`config.mk`:
```
export PLATFORM = sky130hd
export DESIGN_NAME = joystick_direction_decoder
export DESIGN_NICKNAME = d
export VERILOG_FILES = /design/src/jdd_pkg.sv /design/src/jdd_cell.sv /design/src/joystick_direction_decoder.sv
export SDC_FILE = /design/constraint.sdc
export NUM_CORES = 2
export LEC_CHECK = 0
export ABC_AREA = 1
export BUFFER_PORTS_ARGS = -buffer_cell sky130_fd_sc_hd__buf_2
export CELL_PAD_IN_SITES_DETAIL_PLACEMENT = 1
export CELL_PAD_IN_SITES_GLOBAL_PLACEMENT = 2
export CORE_MARGIN = 4
export CORE_UTILIZATION = 39
export CTS_CLUSTER_SIZE = 40
export DETAILED_ROUTE_END_ITERATION = 8
export PLACE_DENSITY = 0.88
export SYNTH_ARGS = -nofsm -noshare
export SYNTH_HDL_FRONTEND = slang
export SYNTH_SLANG_ARGS = --single-unit
```
`constraint.sdc`:
```
create_clock -name i_clk -period 4.4 [get_ports i_clk]
set_clock_uncertainty 0.1 [all_clocks]
set_input_delay 0.44 -clock i_clk [delete_from_list [all_inputs] [get_ports i_clk]]
set_output_delay 0.44 -clock i_clk [all_outputs]
set_load 0.05 [all_outputs]
```
`src/jdd_pkg.sv`:
```
// Shared types, constants and the arctangent table of the joystick direction decoder.
// No dependencies; every other file of the block imports this package.
package jdd_pkg;

    // Fixed-point width of the rotation datapath: degrees and vector parts, Q12.
    localparam int AngW = 23;
    localparam int FracW = 12;
    localparam int MaxSteps = 24;

    typedef logic signed [AngW-1:0] t_ang;
    typedef logic signed [8:0] t_ofs;
    typedef logic signed [4:0] t_dir;

    typedef struct packed {
        logic valid;
        t_ang x;
        t_ang y;
        t_ang z;
    } t_rot;

    typedef enum logic [2:0] {
        ST_IDLE,
        ST_PREP,
        ST_ROT,
        ST_DIV,
        ST_HOLD
    } t_state;

    localparam logic [7:0] Centre = 8'd127;
    localparam logic [8:0] SmallOfs = 9'd5;
    localparam logic [7:0] DeadZoneReset = 8'd10;
    localparam t_dir DirNone = 5'sh1F;
    localparam t_dir DirAhead = 5'sd15;
    localparam t_ang Deg180Q12 = t_ang'(180 * 4096);
    localparam t_ang Deg360Q12 = t_ang'(360 * 4096);
    localparam t_ang HalfDegQ12 = t_ang'(2048);
    localparam logic [13:0] RecipThree = 14'd171;

    // atan(2^-i) in degrees, Q12, rounded to nearest.
    function automatic t_ang atan_q12(input int unsigned idx);
        t_ang val;
        unique case (idx)
            0: val = t_ang'(184320);
            1: val = t_ang'(108810);
            2: val = t_ang'(57492);
            3: val = t_ang'(29184);
            4: val = t_ang'(14649);
            5: val = t_ang'(7331);
            6: val = t_ang'(3667);
            7: val = t_ang'(1833);
            8: val = t_ang'(917);
            9: val = t_ang'(458);
            10: val = t_ang'(229);
            11: val = t_ang'(115);
            12: val = t_ang'(57);
            13: val = t_ang'(29);
            14: val = t_ang'(14);
            15: val = t_ang'(7);
            16: val = t_ang'(4);
            17: val = t_ang'(2);
            18: val = t_ang'(1);
            default: val = '0;
        endcase
        return val;
    endfunction

endpackage

```
`src/jdd_cell.sv`:
```
// One rotation cell of the vectoring chain: a single fixed-shift micro-rotation.
// Depends on jdd_pkg for the stage type and the arctangent table.
module jdd_cell #(
    parameter int STEP = 0
) (
    input  logic         i_clk,
    input  logic         i_rst_n,
    input  jdd_pkg::t_rot i_stage,
    output jdd_pkg::t_rot o_stage
);
    import jdd_pkg::*;

    localparam t_ang AtanStep = atan_q12(STEP);

    t_rot r_stage;
    t_rot n_stage;
    t_ang w_dx;
    t_ang w_dy;

    assign w_dx = i_stage.y >>> STEP;
    assign w_dy = i_stage.x >>> STEP;

    // Rotate towards the x axis; the sign of y picks the direction.
    always_comb begin
        n_stage.valid = i_stage.valid;
        if (!i_stage.y[AngW-1]) begin
            n_stage.x = i_stage.x + w_dx;
            n_stage.y = i_stage.y - w_dy;
            n_stage.z = i_stage.z + AtanStep;
        end else begin
            n_stage.x = i_stage.x - w_dx;
            n_stage.y = i_stage.y + w_dy;
            n_stage.z = i_stage.z - AtanStep;
        end
    end

    always_ff @(posedge i_clk) begin
        if (!i_rst_n) begin
            r_stage.valid <= 1'b0;
        end else begin
            r_stage.valid <= n_stage.valid;
        end
        r_stage.x <= n_stage.x;
        r_stage.y <= n_stage.y;
        r_stage.z <= n_stage.z;
    end

    assign o_stage = r_stage;

endmodule

```
`src/joystick_direction_decoder.sv`:
```
// Top level of the joystick direction decoder: input decode, rotation chain and output register.
// Depends on jdd_pkg and on jdd_cell.
//
// The decoder takes one controller sample at a time and returns one result per sample. A
// sample whose direction follows from a simple check (controller absent, stick inside the dead
// zone or within four counts of centre on both axes, or pushed straight ahead) gets its
// direction in the prepare state and skips the rotation. Any other sample walks through a
// chain of CORDIC_STEPS rotation cells, one cell per cycle, followed by a rounding stage and a
// divide stage. Either kind then waits in the hold state until its result is loaded into the
// output register, and the next sample can be transferred only once the decoder is idle again.
// The chain holds one sample at a time, because the previous-direction field of a sample
// depends on the direction decided for the sample before it. A finished result waits in the
// output register, so the next sample may be transferred while the result is still unread;
// that sample's result then waits until the register has been emptied. The dead-zone register
// is written through its own channel, which is always ready; it resets to 10.
module joystick_direction_decoder #(
    parameter int CORDIC_STEPS = 16
) (
    input  logic        i_clk,
    input  logic        i_rst_n,
    // Configuration: dead_zone.
    input  logic        i_cfg_valid,
    output logic        o_cfg_ready,
    input  logic [7:0]  i_cfg_data,
    // Sample stream.
    input  logic        s_axis_tvalid,
    output logic        s_axis_tready,
    input  logic [23:0] s_axis_tdata,   // button_bits[7:0], stick_x[15:8], stick_y[23:16]
    input  logic        s_axis_tuser,   // connected
    // Result stream.
    output logic        m_axis_tvalid,
    input  logic        m_axis_tready,
    output logic [15:0] m_axis_tdata    // button_a[0], button_b[1], stick_button[2],
                                        // direction[7:3], previous_direction[12:8], zero[15:13]
);
    import jdd_pkg::*;

    // Control state and configuration.
    t_state r_state;
    t_state n_state;
    logic [7:0] r_dz;
    t_dir r_cur;
    t_dir r_prior;

    // Sample held for the duration of its processing.
    logic r_conn;
    logic [2:0] r_btn;
    t_ofs r_h;
    t_ofs r_v;

    // Intermediate results.
    logic [8:0] r_deg;
    t_dir r_res_dir;

    // Output register.
    logic r_m_valid;
    logic [15:0] r_m_data;

    // Control strobes from the state machine.
    logic w_accept;
    logic w_launch;
    logic w_set_bypass;
    logic w_set_deg;
    logic w_set_div;
    logic w_commit;
    logic w_out_free;

    // Decode of the held sample.
    logic [8:0] w_abs_h;
    logic [8:0] w_abs_v;
    logic w_in_dz;
    logic w_small;
    logic w_ahead;
    logic w_bypass;
    t_dir w_bypass_dir;

    // Rotation chain.
    t_rot w_chain [0:CORDIC_STEPS];
    logic [CORDIC_STEPS-1:0] w_vld;
    logic signed [20:0] w_xs;
    logic signed [20:0] w_ys;
    t_ang w_x0;
    t_ang w_y0;

    // Final rounding and scaling.
    t_ang w_zf;
    t_ang w_rnd;
    logic [5:0] w_q;
    logic [13:0] w_prod;
    t_dir w_new_prior;
    logic [2:0] w_new_btn;

    assign o_cfg_ready = 1'b1;
    assign s_axis_tready = (r_state == ST_IDLE);
    assign w_accept = s_axis_tvalid && s_axis_tready;
    assign w_out_free = !r_m_valid || m_axis_tready;

    always_ff @(posedge i_clk) begin
        if (!i_rst_n) begin
            r_dz <= DeadZoneReset;
        end else if (i_cfg_valid) begin
            r_dz <= i_cfg_data;
        end
    end

    // Capture the sample; the axes become signed offsets from centre.
    always_ff @(posedge i_clk) begin
        if (w_accept) begin
            r_conn <= s_axis_tuser;
            r_btn <= s_axis_tdata[2:0];
            r_h <= $signed({1'b0, s_axis_tdata[15:8]}) - $signed({1'b0, Centre});
            r_v <= $signed({1'b0, s_axis_tdata[23:16]}) - $signed({1'b0, Centre});
        end
    end

    // Checks that settle the direction without a rotation.
    assign w_abs_h = r_h[8] ? 9'(-r_h) : 9'(r_h);
    assign w_abs_v = r_v[8] ? 9'(-r_v) : 9'(r_v);
    assign w_in_dz = (w_abs_h < {1'b0, r_dz}) && (w_abs_v < {1'b0, r_dz});
    assign w_small = (w_abs_h < SmallOfs) && (w_abs_v < SmallOfs);
    assign w_ahead = (r_h == '0) && !r_v[8] && (r_v != '0);
    assign w_bypass = !r_conn || w_in_dz || w_small || w_ahead;

    always_comb begin
        priority if (!r_conn || w_in_dz || w_small) begin
            w_bypass_dir = DirNone;
        end else begin
            w_bypass_dir = DirAhead;
        end
    end

    // Pre-rotation: a vector in the lower half-plane is turned through half a circle.
    assign w_xs = $signed({r_v, 12'b0});
    assign w_ys = $signed({r_h, 12'b0});
    assign w_x0 = r_v[8] ? -t_ang'(w_xs) : t_ang'(w_xs);
    assign w_y0 = r_v[8] ? -t_ang'(w_ys) : t_ang'(w_ys);

    always_comb begin
        w_chain[0].valid = w_launch;
        w_chain[0].x = w_x0;
        w_chain[0].y = w_y0;
        w_chain[0].z = r_v[8] ? Deg180Q12 : '0;
    end

    for (genvar g = 0; g < CORDIC_STEPS; g++) begin : g_cell
        jdd_cell #(
            .STEP(g)
        ) u_cell (
            .i_clk(i_clk),
            .i_rst_n(i_rst_n),
            .i_stage(w_chain[g]),
            .o_stage(w_chain[g+1])
        );
        assign w_vld[g] = w_chain[g+1].valid;
    end

    // Fold the angle into one turn and round to whole degrees.
    assign w_zf = w_chain[CORDIC_STEPS].z[AngW-1] ? w_chain[CORDIC_STEPS].z + Deg360Q12
                                                  : w_chain[CORDIC_STEPS].z;
    assign w_rnd = w_zf + HalfDegQ12;

    always_ff @(posedge i_clk) begin
        if (w_set_deg) begin
            r_deg <= w_rnd[FracW+8:FracW];
        end
    end

    // Fifteen codes per full turn: deg * 15 / 360 is deg / 24, taken as (deg / 8) / 3
    // with a reciprocal multiply that is exact for quotients up to 45.
    assign w_q = r_deg[8:3];
    assign w_prod = 14'(w_q) * RecipThree;

    always_ff @(posedge i_clk) begin
        if (w_set_bypass) begin
            r_res_dir <= w_bypass_dir;
        end else if (w_set_div) begin
            r_res_dir <= t_dir'({1'b0, w_prod[12:9]});
        end
    end

    // State machine.
    always_ff @(posedge i_clk) begin
        if (!i_rst_n) begin
            r_state <= ST_IDLE;
        end else begin
            r_state <= n_state;
        end
    end

    always_comb begin
        n_state = r_state;
        w_launch = 1'b0;
        w_set_bypass = 1'b0;
        w_set_deg = 1'b0;
        w_set_div = 1'b0;
        w_commit = 1'b0;
        unique case (r_state)
            ST_IDLE: begin
                if (w_accept) begin
                    n_state = ST_PREP;
                end
            end
            ST_PREP: begin
                if (w_bypass) begin
                    w_set_bypass = 1'b1;
                    n_state = ST_HOLD;
                end else begin
                    w_launch = 1'b1;
                    n_state = ST_ROT;
                end
            end
            ST_ROT: begin
                if (w_chain[CORDIC_STEPS].valid) begin
                    w_set_deg = 1'b1;
                    n_state = ST_DIV;
                end
            end
            ST_DIV: begin
                w_set_div = 1'b1;
                n_state = ST_HOLD;
            end
            ST_HOLD: begin
                if (w_out_free) begin
                    w_commit = 1'b1;
                    n_state = ST_IDLE;
                end
            end
            default: begin
                n_state = ST_IDLE;
            end
        endcase
    end

    // An absent controller keeps the previous direction and reads no buttons.
    assign w_new_prior = r_conn ? r_cur : r_prior;
    assign w_new_btn = r_conn ? r_btn : 3'b000;

    always_ff @(posedge i_clk) begin
        if (!i_rst_n) begin
            r_cur <= DirNone;
            r_prior <= DirNone;
        end else if (w_commit) begin
            r_cur <= r_res_dir;
            r_prior <= w_new_prior;
        end
    end

    // Output register: loaded on commit, emptied when the result transfer completes.
    always_ff @(posedge i_clk) begin
        if (!i_rst_n) begin
            r_m_valid <= 1'b0;
        end else if (w_commit) begin
            r_m_valid <= 1'b1;
        end else if (m_axis_tready) begin
            r_m_valid <= 1'b0;
        end
    end

    always_ff @(posedge i_clk) begin
        if (w_commit) begin
            r_m_data <= {3'b000, w_new_prior, r_res_dir, w_new_btn};
        end
    end

    assign m_axis_tvalid = r_m_valid;
    assign m_axis_tdata = r_m_data;

    // The chain carries at most one sample at a time.
    a_chain_single : assert property (@(posedge i_clk) disable iff (!i_rst_n)
        $onehot0(w_vld))
        else $error("more than one sample in the rotation chain");

    // A rotation result only arrives while the state machine waits for it.
    a_chain_state : assert property (@(posedge i_clk) disable iff (!i_rst_n)
        w_chain[CORDIC_STEPS].valid |-> r_state == ST_ROT)
        else $error("rotation result outside the rotation state");

    // An absent controller gives no direction and no buttons.
    a_absent : assert property (@(posedge i_clk) disable iff (!i_rst_n)
        (w_commit && !r_conn) |=> (m_axis_tdata[7:3] == 5'h1F && m_axis_tdata[2:0] == 3'b000))
        else $error("absent controller produced a direction or a button");

    // Every direction code delivered is a valid one.
    a_dir_range : assert property (@(posedge i_clk) disable iff (!i_rst_n)
        m_axis_tvalid |-> (!m_axis_tdata[7] || m_axis_tdata[7:3] == 5'h1F))
        else $error("direction code out of range");

endmodule
```
==> flow_summary_export.csv <==
group,metric,value,unit
outcome,outcome,"complete, no violations",
yosys,yosysMostFrequentCell,"nand2_1",
global_routing,grt_start_max_net_pins,40,
worst_setup_path,startpoint,"r_h[0]",
sta,rsz0062_at_grt,"false",
global_routing,grt_pass1_vias,62600,
drt,vias,59600,
yosys,synthFlopType,"dfxtp_1",
final_layout,fin_util,43.6,%
final_layout,drive_gt1_share,4.86,%
global_routing,grt_overflow,0,
clock_tree,clkTransAtPathRegs,0.06,ns
clock_tree,cts_setup_buffers,0,
clock_tree,htreeDepth,3,
yosys,synth_cell_types,75,
clock_tree,cts_inserted_buffers,111,
placed_design,portBuffers,47,
yosys,async_flop_share,0,%
drt,wl_per_cell,17.4,um
sta,timing.final.crit_share,87.0,%
placed_design,dp_hpwl,166,mm
drt,drc,0,
yosys,synth_top_area_share,26.1,%
yosys,ys_seq_area_share,28.1,%
global_routing,antenna_found_initial,2,
yosys,synth_area,68700,sq um
floorplanning,coreArea,175000,sq um
global_routing,grt_pass1_wl,327,mm
floorplanning,dieHeight,428,um
floorplanning,die_area,183000,sq um
drt,viasPerCell,5.15,
flow_run,maxCapViolations,0,
floorplanning,row_count,153,
global_routing,track_usage,21.7,%
clock_tree,cts_tree,"yes",
sta,finalCriticalPeriod,3.83,ns
worst_setup_path,required,4.91,ns
worst_setup_path,crit_fanout,8,
clock_tree,clock_latency,0.74,ns
drt,drtPass1Iterations,5,
yosys,synth_common_cells,"nand2_1 (1,631), inv_1 (1,014), ha_1 (912), dfxtp_1 (896), a21oi_1 (865)",
sta,fmax,261,MHz
sta,slew_headroom,26.8,%
worst_setup_path,endpoint_kind,"flop",
clock_tree,cts_root_buf,"clkbuf_16",
clock_tree,post_cts_resized,0,
sta,drv_slew,0,
sta,setup_viol,0,
yosys,synthTopCellsByArea,"dfxtp_1 (26%), ha_1 (17%), xor2_1 (9.6%)",
placed_design,place_inst,11300,
yosys,synth_seq_cells,942,
final_layout,num-nets-final,10100,
clock_tree,cts_buffer_depth,3,
sta,final_hold_viol_count,0,
drt,totalWireLength,202,mm
worst_setup_path,arrival,4.34,ns
worst_setup_path,rrSetupSlack,0.57,ns
yosys,yosys.area.top_type,"dfxtp_1",
drt,drt_iter0_drc,2636,
floorplanning,ioPinCount,57,
worst_setup_path,path_class,"flop to flop",
floorplanning,start_util,39.4,%
yosys,syn_avg_cell_area,7.64,sq um
min_path,hold_class,"input port to flop",
yosys,ys_warn_count,0,
sta,fin_hold_ws,0.122,ns
yosys,synth_edf_count,46,
sta,worst_slew_pin_slew,1.10,ns
worst_setup_path,reg2reg_from,"r_h[0]",
worst_setup_path,critPathLaunchType,"flop",
min_path,hp-start,"i_rst_n",
drt,ant_nets,0,
clock_tree,cts.sinks,942,
final_layout,syn2layout_area_growth,10.9,%
final_layout,final_cells,11600,
yosys,syn_inst,8997,
floorplanning,fp.dieW,428,um
placed_design,globalplace.congestion,0.877,
sta,finalSetupTns,0,ns
-- cell families (layout without fill, tap and decap cells) --
group	Yosys count	count (layout)	synth area share (%)
and+or+nand+nor	3112	3112	19.2
xor gates and xnor gates	1063	1063	13.6
AOI/OAI and AO/OA	1815	1815	15.2
adders and majority gates	950	950	17.7
other	2	9	0.0109
muxes	1	1	0.0164
DFF	942	942	28.1
buffers and inverters	1112	1357	6.17
-- layout by cell type (no fill, tap or decap), types with 14 or more instances in the layout --
cell type,n
clkbuf_16,115
inv_1,1014
o21ai_0,370
clkbuf_1,20
o21ai_2,22
a31oi_1,41
o21a_1,34
a21o_1,82
buf_2,47
nand3_1,369
a221oi_1,17
clkbuf_8,22
nor3_1,159
xnor2_1,305
edfxtp_1,46
o21ai_1,137
ha_1,912
dfxtp_1,896
o21bai_2,19
a21oi_2,45
nand2_1,1631
nand3b_1,16
o21bai_1,40
a21boi_1,22
nor2_1,679
a211oi_1,18
xor2_1,756
o211ai_1,25
a21boi_0,14
fa_1,38
o31ai_1,21
nor4_1,63
bufinv_16,20
buf_4,31
dlygate4sd3_1,37
inv_2,18
a21oi_1,865
nor3_2,23
nand4_1,102
-- worst max-delay path, stage by stage (launching register included) --
cell and delay (ns):
edfxtp_1 0.47, inv_1 0.26, ha_1 0.29, nand3b_2 0.14, inv_2 0.06, nand2_1 0.09, nor2_1 0.16, ha_1 0.24
o21ai_0 0.46, inv_1 0.14, ha_1 0.39, inv_1 0.14, nor2_1 0.05, inv_1 0.10, nor2_1 0.05, inv_1 0.07
o221ai_1 0.14, or2_1 0.23, nand3_1 0.07, nand2_1 0.05
-- per-layer routing --
metal	up-vias	routed length, um	global-route usage, %
li1	30400	-	-
met1	28400	95700	28.6
met2	563	95600	38.1
met3	236	5480	2.44
met4	0	4680	4.74
met5	-	0	0
-- cell type report --
class	instances	area (sq um)
diodes	2	5.00
clock buffers	157	3260
clock inverters	47	798
fillers	21600	98400
inverters	1038	3900
multi-input cells	6948	45200
flip-flops and latches	942	19300
well taps	2325	2910
repair buffers	115	838
-- flip-flops by register name, summed over array words and instances, names as in the netlist --
name,count
r_h,9
r_v,9
r_deg,6
m_axis_tdata,13
r_dz,8
r_prior,5
r_cur,5
g_cell.u_cell.o_stage,874
r_state,3
m_axis_tvalid,1
r_btn,3
r_conn,1
r_res_dir,5
-- path summary, 6_finish.rpt --
kind                                   to  depth (start not counted)
max          g_cell[0].u_cell.o_stage[44]                         19
min                              r_cur[3]                          2
max reg2reg  g_cell[0].u_cell.o_stage[44]                         19
min reg2reg   g_cell[3].u_cell.o_stage[5]                          0
-- timing repair --
action / 4_1_cts / 5_1_grt
setup endpoints to repair: 0 / 0
endpoints found under the hold margin: 32 / 0
hold buffers: 37 / 0
-- stage by stage --
| stage | worst slack (ns) | instance area [sq um] |
|---|---|---|
| 4_1_cts | 0.588 | 76200 |
| 3_5_place_dp | 0.617 | 71800 |
| 5_1_grt | 0.261 | 76200 |
| 6_report | 0.574 | 76200 |
| 2_1_floorplan | 0.980 | 68700 |
| 3_3_place_gp | 0.717 | 71800 |
Power is not shown: default switching activity piles up to over one toggle a cycle in this logic, so the estimate is an artifact.
